==> src/rtl/wide_decimal_string_to_int_core_assert.svh <==
// Assertion macros shared by the string-to-integer core.
// Depends on nothing; included by modules that carry assertions.
`ifndef WIDE_DECIMAL_STRING_TO_INT_CORE_ASSERT_SVH
`define WIDE_DECIMAL_STRING_TO_INT_CORE_ASSERT_SVH

// Same-cycle implication, quiet during reset
`define WDSI_ASSERT_NOW(lbl, clk, rst, ante, cons) \
   lbl: assert property (@(posedge clk) disable iff (rst) (ante) |-> (cons)) \
      else $error("wdsi same-cycle check failed");

// Next-cycle implication, quiet during reset
`define WDSI_ASSERT_NEXT(lbl, clk, rst, ante, cons) \
   lbl: assert property (@(posedge clk) disable iff (rst) (ante) |=> (cons)) \
      else $error("wdsi next-cycle check failed");

`endif

==> src/rtl/wdsi_pkg.sv <==
// Shared types, code-unit tables and the classifier function of the string-to-integer core.
// No dependencies.
package wdsi_pkg;

   localparam int NUM_DIGIT_BLOCKS = 18;
   localparam int NUM_SPACE_UNITS  = 26;

   // First code unit (digit zero) of each block of ten decimal digits
   localparam logic [15:0] DIGIT_BASE [NUM_DIGIT_BLOCKS] = '{
      16'h0030, 16'h0660, 16'h06F0, 16'h0966, 16'h09E6, 16'h0A66, 16'h0AE6, 16'h0B66,
      16'h0C66, 16'h0CE6, 16'h0D66, 16'h0E50, 16'h0ED0, 16'h0F20, 16'h1040, 16'h17E0,
      16'h1810, 16'hFF10
   };

   // Leading whitespace units that are skipped
   localparam logic [15:0] SPACE_UNIT [NUM_SPACE_UNITS] = '{
      16'h0009, 16'h000A, 16'h000B, 16'h000C, 16'h000D, 16'h0020, 16'h0085, 16'h00A0,
      16'h1680, 16'h180E, 16'h2000, 16'h2001, 16'h2002, 16'h2003, 16'h2004, 16'h2005,
      16'h2006, 16'h2007, 16'h2008, 16'h2009, 16'h200A, 16'h2028, 16'h2029, 16'h202F,
      16'h205F, 16'h3000
   };

   localparam logic [15:0] CODE_NUL   = 16'h0000;
   localparam logic [15:0] CODE_PLUS  = 16'h002B;
   localparam logic [15:0] CODE_MINUS = 16'h002D;

   localparam logic [32:0] ACC_CAP    = 33'h1_0000_0000;
   localparam logic [32:0] NEG_LIMIT  = 33'h0_8000_0000;
   localparam logic [32:0] POS_LIMIT  = 33'h0_7FFF_FFFF;
   localparam logic [31:0] RESULT_MIN = 32'h8000_0000;
   localparam logic [31:0] RESULT_MAX = 32'h7FFF_FFFF;

   typedef enum logic [2:0] {
      PHASE_SKIP   = 3'b001,
      PHASE_DIGITS = 3'b010,
      PHASE_DONE   = 3'b100
   } phase_type;

   // Decoded form of one code unit
   typedef struct packed {
      logic       is_nul;
      logic       is_space;
      logic       is_minus;
      logic       is_plus;
      logic       is_digit;
      logic [3:0] digit;
   } unit_class_type;

   function automatic unit_class_type classify(input logic [15:0] unit_code);
      unit_class_type c;
      logic [15:0]    off;
      c          = '0;
      c.is_nul   = (unit_code == CODE_NUL);
      c.is_minus = (unit_code == CODE_MINUS);
      c.is_plus  = (unit_code == CODE_PLUS);
      for (int k = 0; k < NUM_SPACE_UNITS; k++) begin
         if (unit_code == SPACE_UNIT[k]) c.is_space = 1'b1;
      end
      // Blocks do not overlap, so at most one offset lands in 0..9
      for (int k = 0; k < NUM_DIGIT_BLOCKS; k++) begin
         off = unit_code - DIGIT_BASE[k];
         if (off <= 16'd9) begin
            c.is_digit = 1'b1;
            c.digit    = off[3:0];
         end
      end
      return c;
   endfunction

endpackage

==> src/rtl/wdsi_decode.sv <==
// Input register stage: accepts a request and holds its classified code unit.
// Depends on wdsi_pkg.
module wdsi_decode (
   input  logic                    clock,
   input  logic                    reset,
   input  logic                    req_valid,
   output logic                    req_ready,
   input  logic [15:0]             req_code_unit,
   output logic                    stage_valid,
   output wdsi_pkg::unit_class_type stage_class,
   input  logic                    stage_take
);

   logic                     valid_ff, valid_in;
   wdsi_pkg::unit_class_type class_ff;
   logic                     req_fire;

   // Stage frees up when the accumulator takes its contents
   assign req_ready = !valid_ff || stage_take;
   assign req_fire  = req_valid && req_ready;

   always_comb begin
      if (req_fire) begin
         valid_in = 1'b1;
      end else if (stage_take) begin
         valid_in = 1'b0;
      end else begin
         valid_in = valid_ff;
      end
   end

   always_ff @(posedge clock) begin
      if (reset) begin
         valid_ff <= 1'b0;
      end else begin
         valid_ff <= valid_in;
      end
   end

   // Payload: classification done on the way in
   always_ff @(posedge clock) begin
      if (req_fire) begin
         class_ff <= wdsi_pkg::classify(req_code_unit);
      end
   end

   assign stage_valid = valid_ff;
   assign stage_class = class_ff;

endmodule

==> src/rtl/wdsi_accum.sv <==
// Parse state (phase, sign, capped magnitude) and the registered result.
// Depends on wdsi_pkg and wide_decimal_string_to_int_core_assert.svh.
`include "wide_decimal_string_to_int_core_assert.svh"

module wdsi_accum (
   input  logic                     clock,
   input  logic                     reset,
   input  logic                     stage_valid,
   input  wdsi_pkg::unit_class_type stage_class,
   output logic                     stage_take,
   output logic                     rsp_valid,
   input  logic                     rsp_ready,
   output logic signed [31:0]       rsp_value
);

   wdsi_pkg::phase_type phase_ff, phase_in;
   logic                neg_ff, neg_in;
   logic [32:0]         acc_ff, acc_in;
   logic                out_valid_ff, out_valid_in;
   logic signed [31:0]  value_ff;
   logic [31:0]         result;
   logic [35:0]         acc_times_ten;
   logic [32:0]         acc_next_digit;
   logic                out_free;
   logic                take_nul;

   // Only a terminator needs room in the output register
   assign out_free   = !out_valid_ff || rsp_ready;
   assign stage_take = stage_valid && (!stage_class.is_nul || out_free);
   assign take_nul   = stage_take && stage_class.is_nul;

   // acc*10 + digit, held at the cap
   assign acc_times_ten = {acc_ff, 3'b000} + {2'b00, acc_ff, 1'b0} + {32'd0, stage_class.digit};
   assign acc_next_digit = (acc_times_ten >= {3'b000, wdsi_pkg::ACC_CAP}) ?
                           wdsi_pkg::ACC_CAP : acc_times_ten[32:0];

   // Saturated result from the current state
   always_comb begin
      if (neg_ff) begin
         result = (acc_ff >= wdsi_pkg::NEG_LIMIT) ? wdsi_pkg::RESULT_MIN
                                                  : (~acc_ff[31:0]) + 32'd1;
      end else begin
         result = (acc_ff > wdsi_pkg::POS_LIMIT) ? wdsi_pkg::RESULT_MAX : acc_ff[31:0];
      end
   end

   // Next parse state
   always_comb begin
      phase_in = phase_ff;
      neg_in   = neg_ff;
      acc_in   = acc_ff;
      if (stage_take) begin
         if (stage_class.is_nul) begin
            phase_in = wdsi_pkg::PHASE_SKIP;
            neg_in   = 1'b0;
            acc_in   = '0;
         end else begin
            case (phase_ff)
               wdsi_pkg::PHASE_SKIP: begin
                  if (stage_class.is_space) begin
                     phase_in = wdsi_pkg::PHASE_SKIP;
                  end else if (stage_class.is_minus) begin
                     neg_in   = 1'b1;
                     phase_in = wdsi_pkg::PHASE_DIGITS;
                  end else if (stage_class.is_plus) begin
                     phase_in = wdsi_pkg::PHASE_DIGITS;
                  end else if (stage_class.is_digit) begin
                     acc_in   = acc_next_digit;
                     phase_in = wdsi_pkg::PHASE_DIGITS;
                  end else begin
                     phase_in = wdsi_pkg::PHASE_DONE;
                  end
               end
               wdsi_pkg::PHASE_DIGITS: begin
                  if (stage_class.is_digit) begin
                     acc_in = acc_next_digit;
                  end else begin
                     phase_in = wdsi_pkg::PHASE_DONE;
                  end
               end
               default: begin
                  phase_in = wdsi_pkg::PHASE_DONE;
               end
            endcase
         end
      end
   end

   // Output register valid
   always_comb begin
      if (take_nul) begin
         out_valid_in = 1'b1;
      end else if (rsp_ready) begin
         out_valid_in = 1'b0;
      end else begin
         out_valid_in = out_valid_ff;
      end
   end

   always_ff @(posedge clock) begin
      if (reset) begin
         phase_ff     <= wdsi_pkg::PHASE_SKIP;
         neg_ff       <= 1'b0;
         acc_ff       <= '0;
         out_valid_ff <= 1'b0;
      end else begin
         phase_ff     <= phase_in;
         neg_ff       <= neg_in;
         acc_ff       <= acc_in;
         out_valid_ff <= out_valid_in;
      end
   end

   always_ff @(posedge clock) begin
      if (take_nul) begin
         value_ff <= result;
      end
   end

   assign rsp_valid = out_valid_ff;
   assign rsp_value = value_ff;

   // Magnitude never passes the cap
   `WDSI_ASSERT_NOW(a_acc_capped, clock, reset, 1'b1, acc_ff <= wdsi_pkg::ACC_CAP)
   // While skipping whitespace nothing has been recorded yet
   `WDSI_ASSERT_NOW(a_skip_clean, clock, reset, phase_ff == wdsi_pkg::PHASE_SKIP,
                    acc_ff == 33'd0 && !neg_ff)
   // A terminator is never taken over an unread result
   `WDSI_ASSERT_NOW(a_no_overwrite, clock, reset, take_nul, !out_valid_ff || rsp_ready)
   // A terminator restarts the parse and presents a result
   `WDSI_ASSERT_NEXT(a_nul_restart, clock, reset, take_nul,
                     phase_ff == wdsi_pkg::PHASE_SKIP && acc_ff == 33'd0 && out_valid_ff)

endmodule

==> src/rtl/wide_decimal_string_to_int_core.sv <==
// Path: a request is held in the input register; a terminator then loads its result into the output register.
// Throughput: one code unit per cycle unless a terminator stalls; the state update acc*10+digit is combinational.
// A terminator stalls only while the output register still holds an unread result.
// Reset: synchronous, active high; clears the parse state and both valid flags.
// Top level of the UTF-16 decimal string to saturated int32 parser.
// Depends on wdsi_pkg, wdsi_decode and wdsi_accum.
module wide_decimal_string_to_int_core (
   input  logic               clock,
   input  logic               reset,
   input  logic               req_valid,
   output logic               req_ready,
   input  logic [15:0]        req_code_unit,
   output logic               rsp_valid,
   input  logic               rsp_ready,
   output logic signed [31:0] rsp_value
);

   logic                     stage_valid;
   logic                     stage_take;
   wdsi_pkg::unit_class_type stage_class;

   // Input register with code-unit classification
   wdsi_decode u_decode (
      .clock         (clock),
      .reset         (reset),
      .req_valid     (req_valid),
      .req_ready     (req_ready),
      .req_code_unit (req_code_unit),
      .stage_valid   (stage_valid),
      .stage_class   (stage_class),
      .stage_take    (stage_take)
   );

   // Parse state and result register
   wdsi_accum u_accum (
      .clock       (clock),
      .reset       (reset),
      .stage_valid (stage_valid),
      .stage_class (stage_class),
      .stage_take  (stage_take),
      .rsp_valid   (rsp_valid),
      .rsp_ready   (rsp_ready),
      .rsp_value   (rsp_value)
   );

endmodule

==> config.mk <==
export PLATFORM = sky130hd
export DESIGN_NAME = wide_decimal_string_to_int_core
export DESIGN_NICKNAME = d
export VERILOG_FILES = /design/src/rtl/wdsi_pkg.sv /design/src/rtl/wdsi_decode.sv /design/src/rtl/wdsi_accum.sv /design/src/rtl/wide_decimal_string_to_int_core.sv
export VERILOG_INCLUDE_DIRS = /design/src /design/src/rtl
export SDC_FILE = /design/constraint.sdc
export NUM_CORES = 1
export LEC_CHECK = 0
export ABC_AREA = 1
export BUFFER_PORTS_ARGS = -buffer_cell sky130_fd_sc_hd__buf_2
export CORE_MARGIN = 3
export CORE_UTILIZATION = 35
export CTS_CLUSTER_SIZE = 10
export DETAILED_ROUTE_END_ITERATION = 7
export PLACE_DENSITY = 0.61
export SYNTH_ARGS = -nofsm -noshare
export SYNTH_HDL_FRONTEND = slang
export SYNTH_SLANG_ARGS = --single-unit
==> constraint.sdc <==
create_clock -name clock -period 3.4 [get_ports clock]
set_clock_uncertainty 0.05 [all_clocks]
set_input_delay 0.68 -clock clock [delete_from_list [all_inputs] [get_ports clock]]
set_output_delay 0.68 -clock clock [all_outputs]
set_load 0.02 [all_outputs]
==> out/results.tsv <==
metric	value	unit
Critical Path AT	3.39	ns
Post-Synth XOR/XNOR Area	3.302	%
multi-input logic area	6718	µm²
CP Max Fanout	23	
Post-route DRC	0	
Synth area leader	nand2_1	
Die Wd	173.4	µm
slew margin rel.	27.30	%
Starting Density	36.01	%
total global routing track utilization	22.12	%
status	finished, final reports clean	
synth top area cells	nand2_1 (18%), edfxtp_1 (13%), ha_1 (9.3%), dfxtp_1 (8.0%), nor2_1 (7.2%)	
Yosys reg bits	80	
Clock transition at path regs	0.07	ns
max-cap viol count	0	
H-tree levels	3	
CTS Buf Count	9	
antenna-violating nets left	0	
die area	30080	µm²
top cell type's share of synthesized area	18.09	%
Max VDD drop	0.0002182	V
Setup Fix Bufs, Post-CTS	0	
Primary FF master, synth	edfxtp_1	
I/O Buffers	53	
main combinational cell family by area after synthesis	simple AND/OR/NAND/NOR gates	
PD cells	241.2	nW/µm²
GPL Wtd Cong	1.009	
worst path required time	3.61	ns
total chip power	2629	µW
worst-margin pin slew	1.089	ns
share of cells above drive strength 1	10.45	%
CP max stage cell	fa_1	
clock sinks	80	
via count	11129	
simple-gate portion of the synthesized area	42.14	%
largest net degree at the start of global routing	39	
crit path buf inv count	3	
Via density	5.413	
first-pass detailed-route iteration total	6	
clk root buf	clkbuf_16	
final hold viol count	0	
fin. max-slew vios	0	
unrepaired setup endpoints after global routing	no	
post-detail-place hpwl	26.76	mm
CTS tree	yes	
Hold Slack	0.4353	ns
compound-cell area share of the yosys netlist	13.23	%
TNS Setup	0	ns
Leakage	0.005410	µW
Avg Cell Area, Syn	6.043	µm²
Worst Hold Class	flip-flop to flip-flop	
Setup Viol. Count Final	0	
area delta synth->final	11.07	%
drt wl/cell	16.52	µm
Post-synth EDFFs	41	
sequential cell area	2012	µm²
post-layout util	40.00	%
std cell rows	60	
crit end category	flip-flop	
crit-path cells	fa_1 -> inv_1 -> fa_1 -> inv_1 -> nand3_1 -> nand3_1 -> nand3_1 -> nand2_1 -> nand2_1 -> nand2_2 -> nand2_2 -> nand3_2 -> nand2_2 -> nor2_8 -> buf_12 -> nand4_1 -> a21oi_1	
Synth Instances	1624	
Seq/Total Area, Yosys	20.50	%
Layout fillers	2985	
Tmin final	3.180	ns
vias in the first global route	10483	
Ant. Diodes	0	
final WL	33.97	mm
post-synthesis mux area share	0	%
syn nets	1719	
buffer depth of the longest clock path	2	
Final period util	93.54	%
Setup CP Type	flip-flop to flip-flop	
GRT overflow	0	
Clk Latency, worst-skew pair	0.35	ns
initial antenna violation count	0	
Critical Path Source Type	flip-flop	
# IOs	54	
Synth Cell Area	9813	µm²
synth warn	0	
Max Clock Freq	0.3144	GHz
cell family with most CP delay	simple AND/OR/NAND/NOR gates	
die height	173.4	µm
first-pass GRT wire length	54.92	mm
Crit path largest cell delay	0.57	ns
ys async rst share	0	%
Core ar.	27250	µm²
# nets final	1774	
Adder-Cell Fraction of Synth Area	9.716	%
DR iter-0 viols	1171	
Yosys cell types	50	
-- synthesized netlist by cell type (all sizes together) (22+ instances only) --
master / number
nand2: 490
nor2: 203
inv: 200
nand3: 129
a21oi: 102
ha: 73
o21ai: 73
nand4: 66
edfxtp: 41
dfxtp: 39
buf: 38
nor3: 30
xor2: 27
o211ai: 22
-- metrics by stage --
step / cell area [µm²] / cells / setup slack, ns
2_1_floorplan: 9813 / 1624 / 0.6117
6_report: 10900 / 2056 / 0.2195
3_5_place_dp: 10590 / 2040 / 0.2095
4_1_cts: 10900 / 2056 / 0.1949
5_1_grt: 10900 / 2056 / 0.02215
3_3_place_gp: 10590 / 2040 / 0.2786
-- flip-flops by register name, indices dropped and copies added (netlist names) --
name / cells
u_decode.stage_valid: 1
u_accum.rsp_valid: 1
u_accum.neg_ff: 1
u_accum.acc_ff: 33
u_decode.stage_class: 9
u_accum.rsp_value: 32
u_accum.phase_ff: 3
-- power by group --
part	total (µW)	internal (µW)	switching, µW
combinational	547	153	394
sequential	1040	1030	9.38
clock	1050	583	462
total	2630	1760	865
-- worst paths after layout --
| kind | endpoint | cells past startpoint | start | slack, ns |
|---|---|---|---|---|
| setup reg to reg | u_accum.acc_ff[2] | 17 | u_decode.stage_class[3] | 0.22 |
| setup / recovery | u_accum.acc_ff[2] | 17 | u_decode.stage_class[3] | 0.22 |
| hold / removal | u_accum.phase_ff[1] | 2 | u_accum.phase_ff[1] | 0.44 |
| hold reg to reg | u_accum.phase_ff[1] | 2 | u_accum.phase_ff[1] | 0.44 |
-- kinds of logic after synthesis --
group / count (synthesis)
and+or+nand+nor: 945
DFF: 80
adders and majority gates: 75
AOI/OAI and AO/OA: 229
xor gates and xnor gates: 37
buffers and inverters: 258
-- layer usage --
layer  GRT usage, %  up-vias  routed length [µm]
met5              0        -                   0
met4          10.27        0                1483
met3          2.738      104                2153
met2          37.60      459               15830
met1          27.88     5068               14500
li1               -     5498                   -
-- tightest hold or removal path: cells and delay by family, from the launching register on --
| kind | cells | cell delay (ns) |
|---|---|---|
| compound gates | 1 | 0.05 |
| flops | 1 | 0.32 |
| simple gates | 1 | 0.06 |
-- what timing repair did --
| item | in CTS | in global routing |
|---|---|---|
| endpoints found under the setup margin | 0 | 3 |
| gates resized for setup | 0 | 1 |
| endpoints found under the hold margin | 0 | 0 |
| hold buffers | 0 | 0 |
-- layout by cell type, fill, tap and decap left out, types with 9 or more instances in the layout --
| cell type | n |
|---|---|
| nor2_2 | 14 |
| nor3_1 | 28 |
| buf_2 | 53 |
| buf_4 | 45 |
| ha_1 | 73 |
| nor2_1 | 186 |
| nand2_2 | 17 |
| o211ai_1 | 22 |
| inv_2 | 13 |
| o21ai_1 | 12 |
| nand4_1 | 66 |
| a21oi_1 | 100 |
| xnor2_1 | 10 |
| inv_1 | 186 |
| edfxtp_1 | 41 |
| nand3_1 | 124 |
| xor2_1 | 27 |
| dfxtp_1 | 39 |
| clkbuf_16 | 9 |
| o21ai_0 | 60 |
| nor4_1 | 13 |
| nand2_1 | 473 |
-- area by class of cell --
type | count | area share, %
Sequential cell | 80 | 18.46
Timing Repair Buffer | 100 | 5.820
Multi-Input combinational cell | 1286 | 61.63
Inverter | 202 | 6.991
Clock buffer | 9 | 2.066
Tap cell | 372 | 4.270
Clock inverter | 7 | 0.7577
No activity file was read; power rests on OpenSTA's default activity.
